### config.mk
export PLATFORM = sky130hd
export DESIGN_NAME = bwt_lcp_merge_step_flat
export DESIGN_NICKNAME = d
export VERILOG_FILES = /design/src/rtl/core/blm_pkg.sv /design/src/rtl/core/blm_stream_if.sv /design/src/rtl/core/blm_nibble_store.sv /design/src/rtl/core/bwt_lcp_merge_step.sv /design/src/flat_wrapper.sv
export SDC_FILE = /design/constraint.sdc
export NUM_CORES = 2
export LEC_CHECK = 0
export BUFFER_PORTS_ARGS = -buffer_cell sky130_fd_sc_hd__clkbuf_2
export CORE_UTILIZATION = 35
export DETAILED_ROUTE_END_ITERATION = 8
export SYNTH_ARGS = -nofsm -noshare
export SYNTH_HDL_FRONTEND = slang
export SYNTH_HIERARCHICAL = 1
export SYNTH_SLANG_ARGS = --single-unit
### constraint.sdc
create_clock -name clk_i -period 8.53 [get_ports clk_i]
set_input_delay 0.853 -clock clk_i [delete_from_list [all_inputs] [get_ports clk_i]]
set_output_delay 0.853 -clock clk_i [all_outputs]
set_load 0.01 [all_outputs]
### src/rtl/core/blm_pkg.sv
package blm_pkg;

  // field widths
  localparam int PART_W = 8;
  localparam int BYTE_W = 8;
  localparam int NIB_W  = 4;
  localparam int LCP_W  = 9;
  localparam int SYM_W  = 3;
  localparam int RL_W   = 8;

  // partitions and nibble store sizing
  localparam int DEF_PARTITIONS = 256;
  localparam int MAX_STORE      = 2 ** PART_W;

  // symbol codes
  localparam logic [SYM_W-1:0] SYM_DOLLAR  = 3'd0;
  localparam logic [SYM_W-1:0] SYM_HASH    = 3'd5;
  localparam logic [SYM_W-1:0] SYM_INVALID = 3'd7;

  // symbols that carry a running minimum and may emit an lcp value
  localparam int NUM_MIN = 4;

  localparam logic [LCP_W-1:0] LCP_MAX     = 9'd511;
  localparam logic [RL_W-1:0]  RL_RESET    = 8'd255;

  typedef struct packed {
    logic              pass_start;
    logic [PART_W-1:0] partition;
    logic [BYTE_W-1:0] next_byte;
    logic [LCP_W-1:0]  prev_lcp;
    logic              prev_lcp_undefined;
  } item_t;

  typedef struct packed {
    logic [SYM_W-1:0] symbol;
    logic             byte_taken;
    logic             index_valid;
    logic [LCP_W-1:0] next_index;
    logic             lcp_valid;
    logic [LCP_W-1:0] lcp_out;
    logic [LCP_W-1:0] max_lcp;
  } result_t;

  typedef struct packed {
    logic [RL_W-1:0] read_length;
  } cfg_t;

  // update of the nibble store when an item leaves the lookup stage
  typedef struct packed {
    logic              en;
    logic              clear_all;
    logic              in_range;
    logic              fill;
    logic [PART_W-1:0] addr;
    logic [NIB_W-1:0]  nib;
  } nib_upd_t;

endpackage

### src/rtl/core/blm_stream_if.sv
interface blm_stream_if #(
  parameter type payload_t = logic
);
  logic     valid;
  logic     ready;
  payload_t payload;

  modport source (output valid, output payload, input ready);
  modport sink (input valid, input payload, output ready);
endinterface

### src/rtl/core/blm_nibble_store.sv
module blm_nibble_store #(
  parameter int DEPTH = blm_pkg::DEF_PARTITIONS
) (
  input  logic                       clk_i,
  input  logic                       rst_ni,
  input  logic                       rd_en_i,
  input  logic [blm_pkg::PART_W-1:0] rd_addr_i,
  input  logic [blm_pkg::PART_W-1:0] look_addr_i,
  input  blm_pkg::nib_upd_t          upd_i,
  output logic                       valid_o,
  output logic [blm_pkg::NIB_W-1:0]  nib_o
);

  localparam int AW = (DEPTH > 1) ? $clog2(DEPTH) : 1;

  logic [blm_pkg::NIB_W-1:0] mem_q [DEPTH];
  logic [blm_pkg::NIB_W-1:0] rdata_q;
  logic [DEPTH-1:0]          valid_q;
  logic                      fwd_q;
  logic [blm_pkg::NIB_W-1:0] fwd_nib_q;
  logic                      wr_en;
  logic [AW-1:0]             wr_addr;
  logic [AW-1:0]             rd_addr;
  logic [AW-1:0]             look_addr;

  assign wr_en     = upd_i.en && upd_i.in_range && upd_i.fill;
  assign wr_addr   = upd_i.addr[AW-1:0];
  assign rd_addr   = rd_addr_i[AW-1:0];
  assign look_addr = look_addr_i[AW-1:0];

  // nibble memory, registered read
  always_ff @(posedge clk_i) begin
    if (wr_en) begin
      mem_q[wr_addr] <= upd_i.nib;
    end
    if (rd_en_i) begin
      rdata_q <= mem_q[rd_addr];
    end
  end

  // write in the same cycle as the read of the same entry is forwarded
  always_ff @(posedge clk_i) begin
    if (rd_en_i) begin
      fwd_nib_q <= upd_i.nib;
    end
  end

  always_ff @(posedge clk_i or negedge rst_ni) begin
    if (!rst_ni) begin
      fwd_q <= 1'b0;
    end else if (rd_en_i) begin
      fwd_q <= wr_en && (wr_addr == rd_addr);
    end
  end

  // pending flags, cleared at once on reset and at pass start
  always_ff @(posedge clk_i or negedge rst_ni) begin
    if (!rst_ni) begin
      valid_q <= '0;
    end else if (upd_i.en) begin
      for (int p = 0; p < DEPTH; p++) begin
        if (upd_i.in_range && (AW'(p) == wr_addr)) begin
          valid_q[p] <= upd_i.fill;
        end else if (upd_i.clear_all) begin
          valid_q[p] <= 1'b0;
        end
      end
    end
  end

  assign valid_o = valid_q[look_addr];
  assign nib_o   = fwd_q ? fwd_nib_q : rdata_q;

endmodule

### src/rtl/core/bwt_lcp_merge_step.sv
// One pass step of an interleaved bwt/lcp merge.
// item_i takes one beat per partition visit: pass_start, partition, the
// partition's next packed byte and the previous pass's lcp value with its
// undefined flag. result_o gives exactly one beat per item: the decoded
// symbol, whether the byte was consumed, the routed index, the emitted lcp
// value and the largest lcp emitted since reset. cfg_i writes read_length,
// whose value plus one marks a freshly seen symbol's minimum.
// The accepting edge latches the item into the lookup stage register and
// starts the pending nibble read; from the lookup stage the block decodes
// the symbol, updates the minima, writes the nibble store back and loads
// the output register, which offers the result beat.
// Throughput is one item per cycle unless the receiver stalls; a read
// of an entry written by the item just ahead is forwarded from the write port.
// Reset empties all pending nibbles, marks all minima undefined, clears
// the largest lcp and sets read_length to 255; no clearing pass is needed.
// A pass_start beat clears minima and pending nibbles in the same cycle.
// When the receiver stalls, the output register holds its beat and the
// lookup stage holds one more item; item_i.ready drops after that.
module bwt_lcp_merge_step #(
  parameter int PARTITIONS = blm_pkg::DEF_PARTITIONS
) (
  input  logic          clk_i,
  input  logic          rst_ni,
  blm_stream_if.sink    item_i,
  blm_stream_if.sink    cfg_i,
  blm_stream_if.source  result_o
);

  localparam int STORE_DEPTH = (PARTITIONS < blm_pkg::MAX_STORE) ?
                               PARTITIONS : blm_pkg::MAX_STORE;

  blm_pkg::item_t             s1_q;
  logic                       s1_valid_q;
  logic                       s1_adv;
  logic                       in_accept;
  logic                       out_valid_q;
  blm_pkg::result_t           out_q;
  blm_pkg::result_t           out_d;
  logic [blm_pkg::RL_W-1:0]   read_length_q;
  logic [blm_pkg::LCP_W-1:0]  largest_q;
  logic [blm_pkg::LCP_W-1:0]  largest_d;
  logic [blm_pkg::NUM_MIN-1:0] def_q;
  logic [blm_pkg::NUM_MIN-1:0] def_d;
  logic [blm_pkg::LCP_W-1:0]  min_q [blm_pkg::NUM_MIN];
  logic [blm_pkg::LCP_W-1:0]  min_d [blm_pkg::NUM_MIN];
  logic [blm_pkg::LCP_W-1:0]  min_upd [blm_pkg::NUM_MIN];
  blm_pkg::nib_upd_t          upd;
  logic                       pend_valid;
  logic [blm_pkg::NIB_W-1:0]  pend_nib;
  logic                       in_range;
  logic                       use_pend;
  logic [blm_pkg::NIB_W-1:0]  code;
  logic                       known;
  logic [blm_pkg::SYM_W-1:0]  sym;
  logic                       sel_def;
  logic [blm_pkg::LCP_W-1:0]  sel_min;
  logic [blm_pkg::LCP_W:0]    lcp_sum;
  logic [blm_pkg::LCP_W-1:0]  lcp_sat;
  logic [blm_pkg::LCP_W-1:0]  rl_inf;

  // handshakes
  assign in_accept      = item_i.valid && item_i.ready;
  assign s1_adv         = s1_valid_q && (!out_valid_q || result_o.ready);
  assign item_i.ready   = !s1_valid_q || s1_adv;
  assign cfg_i.ready    = 1'b1;
  assign result_o.valid = out_valid_q;
  assign result_o.payload = out_q;

  // configuration register
  always_ff @(posedge clk_i or negedge rst_ni) begin
    if (!rst_ni) begin
      read_length_q <= blm_pkg::RL_RESET;
    end else if (cfg_i.valid && cfg_i.ready) begin
      read_length_q <= cfg_i.payload.read_length;
    end
  end

  // lookup stage register
  always_ff @(posedge clk_i or negedge rst_ni) begin
    if (!rst_ni) begin
      s1_valid_q <= 1'b0;
    end else if (item_i.ready) begin
      s1_valid_q <= item_i.valid;
    end
  end

  always_ff @(posedge clk_i) begin
    if (in_accept) begin
      s1_q <= item_i.payload;
    end
  end

  // pending nibble store
  blm_nibble_store #(
    .DEPTH (STORE_DEPTH)
  ) u_store (
    .clk_i       (clk_i),
    .rst_ni      (rst_ni),
    .rd_en_i     (in_accept),
    .rd_addr_i   (item_i.payload.partition),
    .look_addr_i (s1_q.partition),
    .upd_i       (upd),
    .valid_o     (pend_valid),
    .nib_o       (pend_nib)
  );

  // symbol decode
  always_comb begin
    in_range = 32'(s1_q.partition) < PARTITIONS;
    use_pend = in_range && !s1_q.pass_start && pend_valid;
    code     = use_pend ? pend_nib : s1_q.next_byte[7:4];
    known    = code < blm_pkg::NIB_W'(blm_pkg::SYM_HASH + 1);
    sym      = known ? code[blm_pkg::SYM_W-1:0] : blm_pkg::SYM_INVALID;

    upd.en        = s1_adv;
    upd.clear_all = s1_q.pass_start;
    upd.in_range  = in_range;
    upd.fill      = !use_pend;
    upd.addr      = s1_q.partition;
    upd.nib       = s1_q.next_byte[3:0];
  end

  // minima update, emission and write-back values
  always_comb begin
    rl_inf  = {1'b0, read_length_q} + blm_pkg::LCP_W'(1);
    sel_def = 1'b0;
    sel_min = '0;
    for (int i = 0; i < blm_pkg::NUM_MIN; i++) begin
      if (!s1_q.prev_lcp_undefined && (min_q[i] > s1_q.prev_lcp)) begin
        min_upd[i] = s1_q.prev_lcp;
      end else begin
        min_upd[i] = min_q[i];
      end
      if (sym == blm_pkg::SYM_W'(i + 1)) begin
        sel_def = def_q[i] && !s1_q.pass_start;
        sel_min = min_upd[i];
      end
      def_d[i] = (def_q[i] && !s1_q.pass_start) ||
                 (known && (sym == blm_pkg::SYM_W'(i + 1)));
      min_d[i] = (sym == blm_pkg::SYM_W'(i + 1)) ? rl_inf : min_upd[i];
    end

    lcp_sum = {1'b0, sel_min} + (blm_pkg::LCP_W + 1)'(1);
    lcp_sat = lcp_sum[blm_pkg::LCP_W] ? blm_pkg::LCP_MAX : lcp_sum[blm_pkg::LCP_W-1:0];

    largest_d = largest_q;
    if (sel_def && (lcp_sat > largest_q)) begin
      largest_d = lcp_sat;
    end

    out_d.symbol      = sym;
    out_d.byte_taken  = !use_pend;
    out_d.index_valid = known && (sym != blm_pkg::SYM_DOLLAR);
    out_d.next_index  = out_d.index_valid ?
                        ({1'b0, s1_q.partition} + blm_pkg::LCP_W'(1)) : '0;
    out_d.lcp_valid   = sel_def;
    out_d.lcp_out     = sel_def ? lcp_sat : '0;
    out_d.max_lcp     = largest_d;
  end

  // symbol minima and largest lcp
  always_ff @(posedge clk_i or negedge rst_ni) begin
    if (!rst_ni) begin
      def_q     <= '0;
      largest_q <= '0;
    end else if (s1_adv) begin
      def_q     <= def_d;
      largest_q <= largest_d;
    end
  end

  always_ff @(posedge clk_i) begin
    if (s1_adv) begin
      for (int i = 0; i < blm_pkg::NUM_MIN; i++) begin
        min_q[i] <= min_d[i];
      end
    end
  end

  // output register
  always_ff @(posedge clk_i or negedge rst_ni) begin
    if (!rst_ni) begin
      out_valid_q <= 1'b0;
    end else if (s1_adv) begin
      out_valid_q <= 1'b1;
    end else if (result_o.ready) begin
      out_valid_q <= 1'b0;
    end
  end

  always_ff @(posedge clk_i) begin
    if (s1_adv) begin
      out_q <= out_d;
    end
  end

  // checks
  a_lcp_needs_index: assert property (@(posedge clk_i) disable iff (!rst_ni)
    out_valid_q && out_q.lcp_valid |-> out_q.index_valid)
    else $error("lcp emitted without routed index");

  a_largest_monotonic: assert property (@(posedge clk_i) disable iff (!rst_ni)
    s1_adv |=> largest_q >= $past(largest_q))
    else $error("largest lcp decreased");

  a_lcp_below_max: assert property (@(posedge clk_i) disable iff (!rst_ni)
    out_valid_q && out_q.lcp_valid |-> out_q.lcp_out <= out_q.max_lcp)
    else $error("emitted lcp above reported maximum");

  a_advance_loads_out: assert property (@(posedge clk_i) disable iff (!rst_ni)
    s1_adv |=> out_valid_q)
    else $error("advanced item missing from output register");

endmodule

### src/flat_wrapper.sv
// flat-port wrapper written by rule: the top's interface ports become plain ports
module bwt_lcp_merge_step_flat import blm_pkg::*;
#(
  parameter int PARTITIONS = blm_pkg::DEF_PARTITIONS
)
  (clk_i, rst_ni, item_i_valid, item_i_payload, item_i_ready, cfg_i_valid, cfg_i_payload, cfg_i_ready, result_o_valid, result_o_payload, result_o_ready);
  blm_stream_if #(.payload_t(item_t)) item_i_i ();
  blm_stream_if #(.payload_t(cfg_t)) cfg_i_i ();
  blm_stream_if #(.payload_t(result_t)) result_o_i ();
  input  logic clk_i;
  input  logic rst_ni;
  input wire logic [$bits(item_i_i.valid)-1:0] item_i_valid;
  input wire logic [$bits(item_i_i.payload)-1:0] item_i_payload;
  output wire logic [$bits(item_i_i.ready)-1:0] item_i_ready;
  input wire logic [$bits(cfg_i_i.valid)-1:0] cfg_i_valid;
  input wire logic [$bits(cfg_i_i.payload)-1:0] cfg_i_payload;
  output wire logic [$bits(cfg_i_i.ready)-1:0] cfg_i_ready;
  output wire logic [$bits(result_o_i.valid)-1:0] result_o_valid;
  output wire logic [$bits(result_o_i.payload)-1:0] result_o_payload;
  input wire logic [$bits(result_o_i.ready)-1:0] result_o_ready;
  assign item_i_i.valid = item_i_valid;
  assign item_i_i.payload = item_i_payload;
  assign item_i_ready = item_i_i.ready;
  assign cfg_i_i.valid = cfg_i_valid;
  assign cfg_i_i.payload = cfg_i_payload;
  assign cfg_i_ready = cfg_i_i.ready;
  assign result_o_valid = result_o_i.valid;
  assign result_o_payload = result_o_i.payload;
  assign result_o_i.ready = result_o_ready;
  bwt_lcp_merge_step #(.PARTITIONS(PARTITIONS)) u_core (.clk_i(clk_i), .rst_ni(rst_ni), .item_i(item_i_i), .cfg_i(cfg_i_i), .result_o(result_o_i));
endmodule
==> qor.csv <==
stage;metric;value;unit
setup_path;crit_fanout;17;
sta;fin_skew;0.03022;ns
power_and_ir_drop;ir_worst_vdd;137.5;uV
global_route;grt_pass1_vias;36810;
run;cap_violations;0;
setup_path;r2r-start;u_core/s1_q[18]$_DFFE_PP_;
setup_path;reg2reg_slack;0.61;ns
power_and_ir_drop;p_total;15.46;mW
floorplan;boundaryPins;76;
sta;fin_crit_sh;92.87;%
cells_and_area;final_nets;4257;
logic_synthesis;synth_top_area_share;55.11;%
clocking;root_buffer;clkbuf_16;
setup_path;startpoint_type;register;
setup_path;setup.worst_path.class;reg -> reg;
power_and_ir_drop;leakagePower;25.63;nW
placed_design;dp_cells;6335;
clocking;cts_buffer_depth;3;
floorplan;initial_utilization;35.28;%
logic_synthesis;synth-edff-count;1128;
route;totalWireLength;168500;um
sta;finalWorstSetupSlack;0.6085;ns
sta;setup_tns;0;ns
logic_synthesis;syn_inst;4143;
logic_synthesis;synthFlopType;edfxtp_1;
logic_synthesis;yosysTopAreaCell;edfxtp_1;
sta;hold_viol;0;
setup_path;r2r_cells;26;
route;wl_per_cell;25.44;um
sta;fmax;0.1262;GHz
global_route;grt_pass1_wl;249900;um
route;dr.pass1.iters;6;
logic_synthesis;postSynthAreaPerCell;14.84;um2
logic_synthesis;synthArstFlopShare;19.89;%
hold_path;worst_hold_path_type;in -> async;
route;via_per_inst;5.643;
power_and_ir_drop;p_seq_share;49.2;%
run_status;status;finished clean;
sta;setup_viol;0;
clocking;clk_pin_slew_worst_paths;0.06;ns
placed_design;pre_cts_slack;0.3066;ns
route;drc_errors;0;
floorplan;placementRows;153;
route;drt_iter0_drc;4025;
power_and_ir_drop;p_clk_share;43.1;%
logic_synthesis;synth_area;61470;um2
cells_and_area;layout-drive-gt1-share;17.62;%
logic_synthesis;ys_seq_elements;1408;
placed_design;gp_congestion;0.8857;
power_and_ir_drop;swShare;23.21;%
global_route;antenna_found_initial;3;
floorplan;coreArea;174200;um2
route;vias;37390;
placed_design;hpwlAfterDp;106700;um
setup_path;crit_arrival;8.41;ns
clocking;cts_made_buffers;151;
sta;worstMarginPinSlew;1.273;ns
route;detail-route-antenna-nets;0;
global_route;overflow;0;
clocking;cts_tree;built;
clocking;clk_latency;0.79;ns
sta;maxSlewHeadroom;15.12;%
logic_synthesis;synthTopCellsByArea;edfxtp_1 55%, dfrtp_1 11%, mux4_2 8.8%;
clocking;holdBufCountCts;0;
setup_path;crit_path_end_kind;register;
global_route;grt_max_degree;257;
setup_path;required;9.02;ns
floorplan;dieArea;177300;um2
logic_synthesis;yosys_warnings;6;
sta;min_period;7.922;ns
setup_path;reg2reg_to;u_core/result_o.payload[8]$_DFFE_PP_;
clocking;cts_num_sinks;1408;
placed_design;io_buffer_count;74;
logic_synthesis;ys_types;85;
global_route;track_usage;18.70;%
logic_synthesis;ys_seq_area_share;66.52;%
power_and_ir_drop;p_comb_share;7.7;%
sta;maxSlewViolCount;0;
power_and_ir_drop;powerDensity;223.0;nW/um2
sta;rsz0062_at_grt;no;
cells_and_area;layoutNonFillerInstCount;6625;
clocking;h-tree-depth;4;
floorplan;die_h;421.1;um
cells_and_area;syn2layout_area_growth;12.78;%
cells_and_area;utilization;39.79;%
floorplan;fp.dieW;421.1;um
power_and_ir_drop;p_int;11.87;mW
power_and_ir_drop;p_switching;3.588;mW
metal layers:
layer | wire, um | vias to the layer above | GRT usage, %
li1 | - | 16060 | -
met1 | 71550 | 19340 | 25.85
met2 | 77660 | 1659 | 28.82
met3 | 12160 | 328 | 3.456
met4 | 7128 | 2 | 8.121
met5 | 20 | - | 0
layout by cell type, fill, tap and decap left out, drive strengths merged, types with 42 or more instances in the layout:
| master | instances |
|---|---|
| inv | 63 |
| clkbuf | 284 |
| a21oi | 69 |
| o22ai | 60 |
| a21o | 258 |
| dfrtp | 272 |
| clkinv | 42 |
| nor2 | 606 |
| edfxtp | 1128 |
| mux4 | 241 |
| buf | 82 |
| nand2 | 126 |
| ha | 48 |
| o221ai | 48 |
| mux2i | 202 |
| o21ai | 283 |
| mux2 | 78 |
metrics by stage:
stage | instance area [um2] | hold slack, ns
floorplan | 61490 | 0.4444
CTS | 69260 | 0.08977
global placement | 64180 | 0.4555
detailed placement | 64180 | 0.4615
finish | 69320 | 0.07880
global route | 69320 | 0.1262
logic make-up after synthesis:
group | Yosys count | share of synthesized area [%]
compound gates | 882 | 9.693
xor+xnor | 22 | 0.3135
fa+ha+maj | 48 | 0.9771
buf+inv | 339 | 2.473
flops | 1408 | 66.52
mux | 521 | 13.57
other cells | 1 | 0.006101
simple gates | 922 | 6.447
synthesized netlist by cell type (7+ instances only):
cell type / n
edfxtp_1: 1128
nor2_1: 603
dfrtp_1: 272
o21ai_0: 272
a21o_1: 258
mux4_2: 241
clkbuf_1: 201
mux2i_1: 200
nand2_1: 126
mux2_2: 75
a21oi_1: 69
o22ai_1: 60
inv_1: 51
ha_1: 48
o221ai_1: 47
nand3_1: 39
a211oi_1: 33
nor2b_1: 33
buf_4: 31
buf_2: 30
nor3_1: 30
nand4_1: 22
a22o_1: 17
xnor2_1: 14
buf_1: 12
nand2b_1: 12
o31ai_1: 12
buf_6: 11
o21ai_1: 11
a2111oi_0: 10
a221oi_1: 10
and2_1: 9
dfstp_2: 8
o21a_1: 8
xor2_1: 8
a2111oi_2: 7
a31oi_1: 7
or2_2: 7
how the worst max path moves through the flow:
stage / to / from / slack, ns / depth (start not counted)
global placement: u_core/result_o.payload[8]$_DFFE_PP_ / u_core/s1_q[19]$_DFFE_PP_ / 0.42 / 26
detailed placement: u_core/result_o.payload[8]$_DFFE_PP_ / u_core/s1_q[19]$_DFFE_PP_ / 0.31 / 26
floorplan: u_core/result_o.payload[0]$_DFFE_PP_ / u_core/s1_q[18]$_DFFE_PP_ / 1.97 / 30
global route: u_core/result_o.payload[8]$_DFFE_PP_ / u_core/s1_q[18]$_DFFE_PP_ / 0.11 / 26
CTS: u_core/result_o.payload[8]$_DFFE_PP_ / u_core/s1_q[19]$_DFFE_PP_ / 0.24 / 26
finish: u_core/result_o.payload[8]$_DFFE_PP_ / u_core/s1_q[18]$_DFFE_PP_ / 0.61 / 26
sequential cells by signal, indices dropped and copies added, names as in the netlist:
name and count:
u_core/min_q 36, u_core/u_store/rdata_q 4, u_core/u_store/mem_q 1024, u_core/s1_valid_q 1
u_core/largest_q 9, u_core/u_store/fwd_nib_q 4, u_core/def_q 4, u_core/s1_q 27
u_core/result_o.payload 33, u_core/read_length_q 8, u_core/result_o.valid 1, u_core/u_store/valid_q 256
u_core/u_store/fwd_q 1
timing repair:
| action | 4_1_cts | 5_1_grt |
|---|---|---|
| buffers inserted | 0 | 6 |
| resized for setup | 0 | 1 |
| setup endpoints to repair | 0 | 17 |
worst max-delay path, stage by stage (launching register included):
cell,delay (ns)
edfxtp_1,0.46
buf_12,0.20
or3b_1,0.69
o22ai_1,0.29
nor3_1,0.11
a2111oi_0,0.63
a211oi_1,0.12
o22ai_2,0.45
nand2b_4,0.16
a31oi_1,0.39
nor2_2,0.22
buf_4,0.25
nand2_1,0.08
mux2i_1,0.08
a2111oi_2,0.70
nor3_2,0.19
a31oi_1,0.48
inv_1,0.09
ha_1,0.30
nor2b_1,0.14
o21a_1,0.16
o21a_1,0.16
o21ai_0,0.15
nand2_1,0.07
a221o_1,0.34
nand3b_1,0.49
o31ai_1,0.19
cell type report:
type | count | area [um2]
clock inverters | 68 | 688.2
multi-input cells | 2402 | 19130
clock buffers | 213 | 4393
repair buffers | 153 | 1094
diodes | 3 | 7.507
inverters | 53 | 206.4
flip-flops and latches | 1408 | 40890
well taps | 2325 | 2909
fillers | 15910 | 104900
power groups by stage:
stage               sequential (mW)  combinational [mW]  clock [mW]
finish                         7.61                1.19        6.67
global route                   7.61                1.28        7.04
CTS                            7.61                1.18        6.79
detailed placement             7.75                1.18           0
global placement               7.75                1.16           0
floorplan                      7.78               0.722           0
Power figures use the tool's default switching activity.
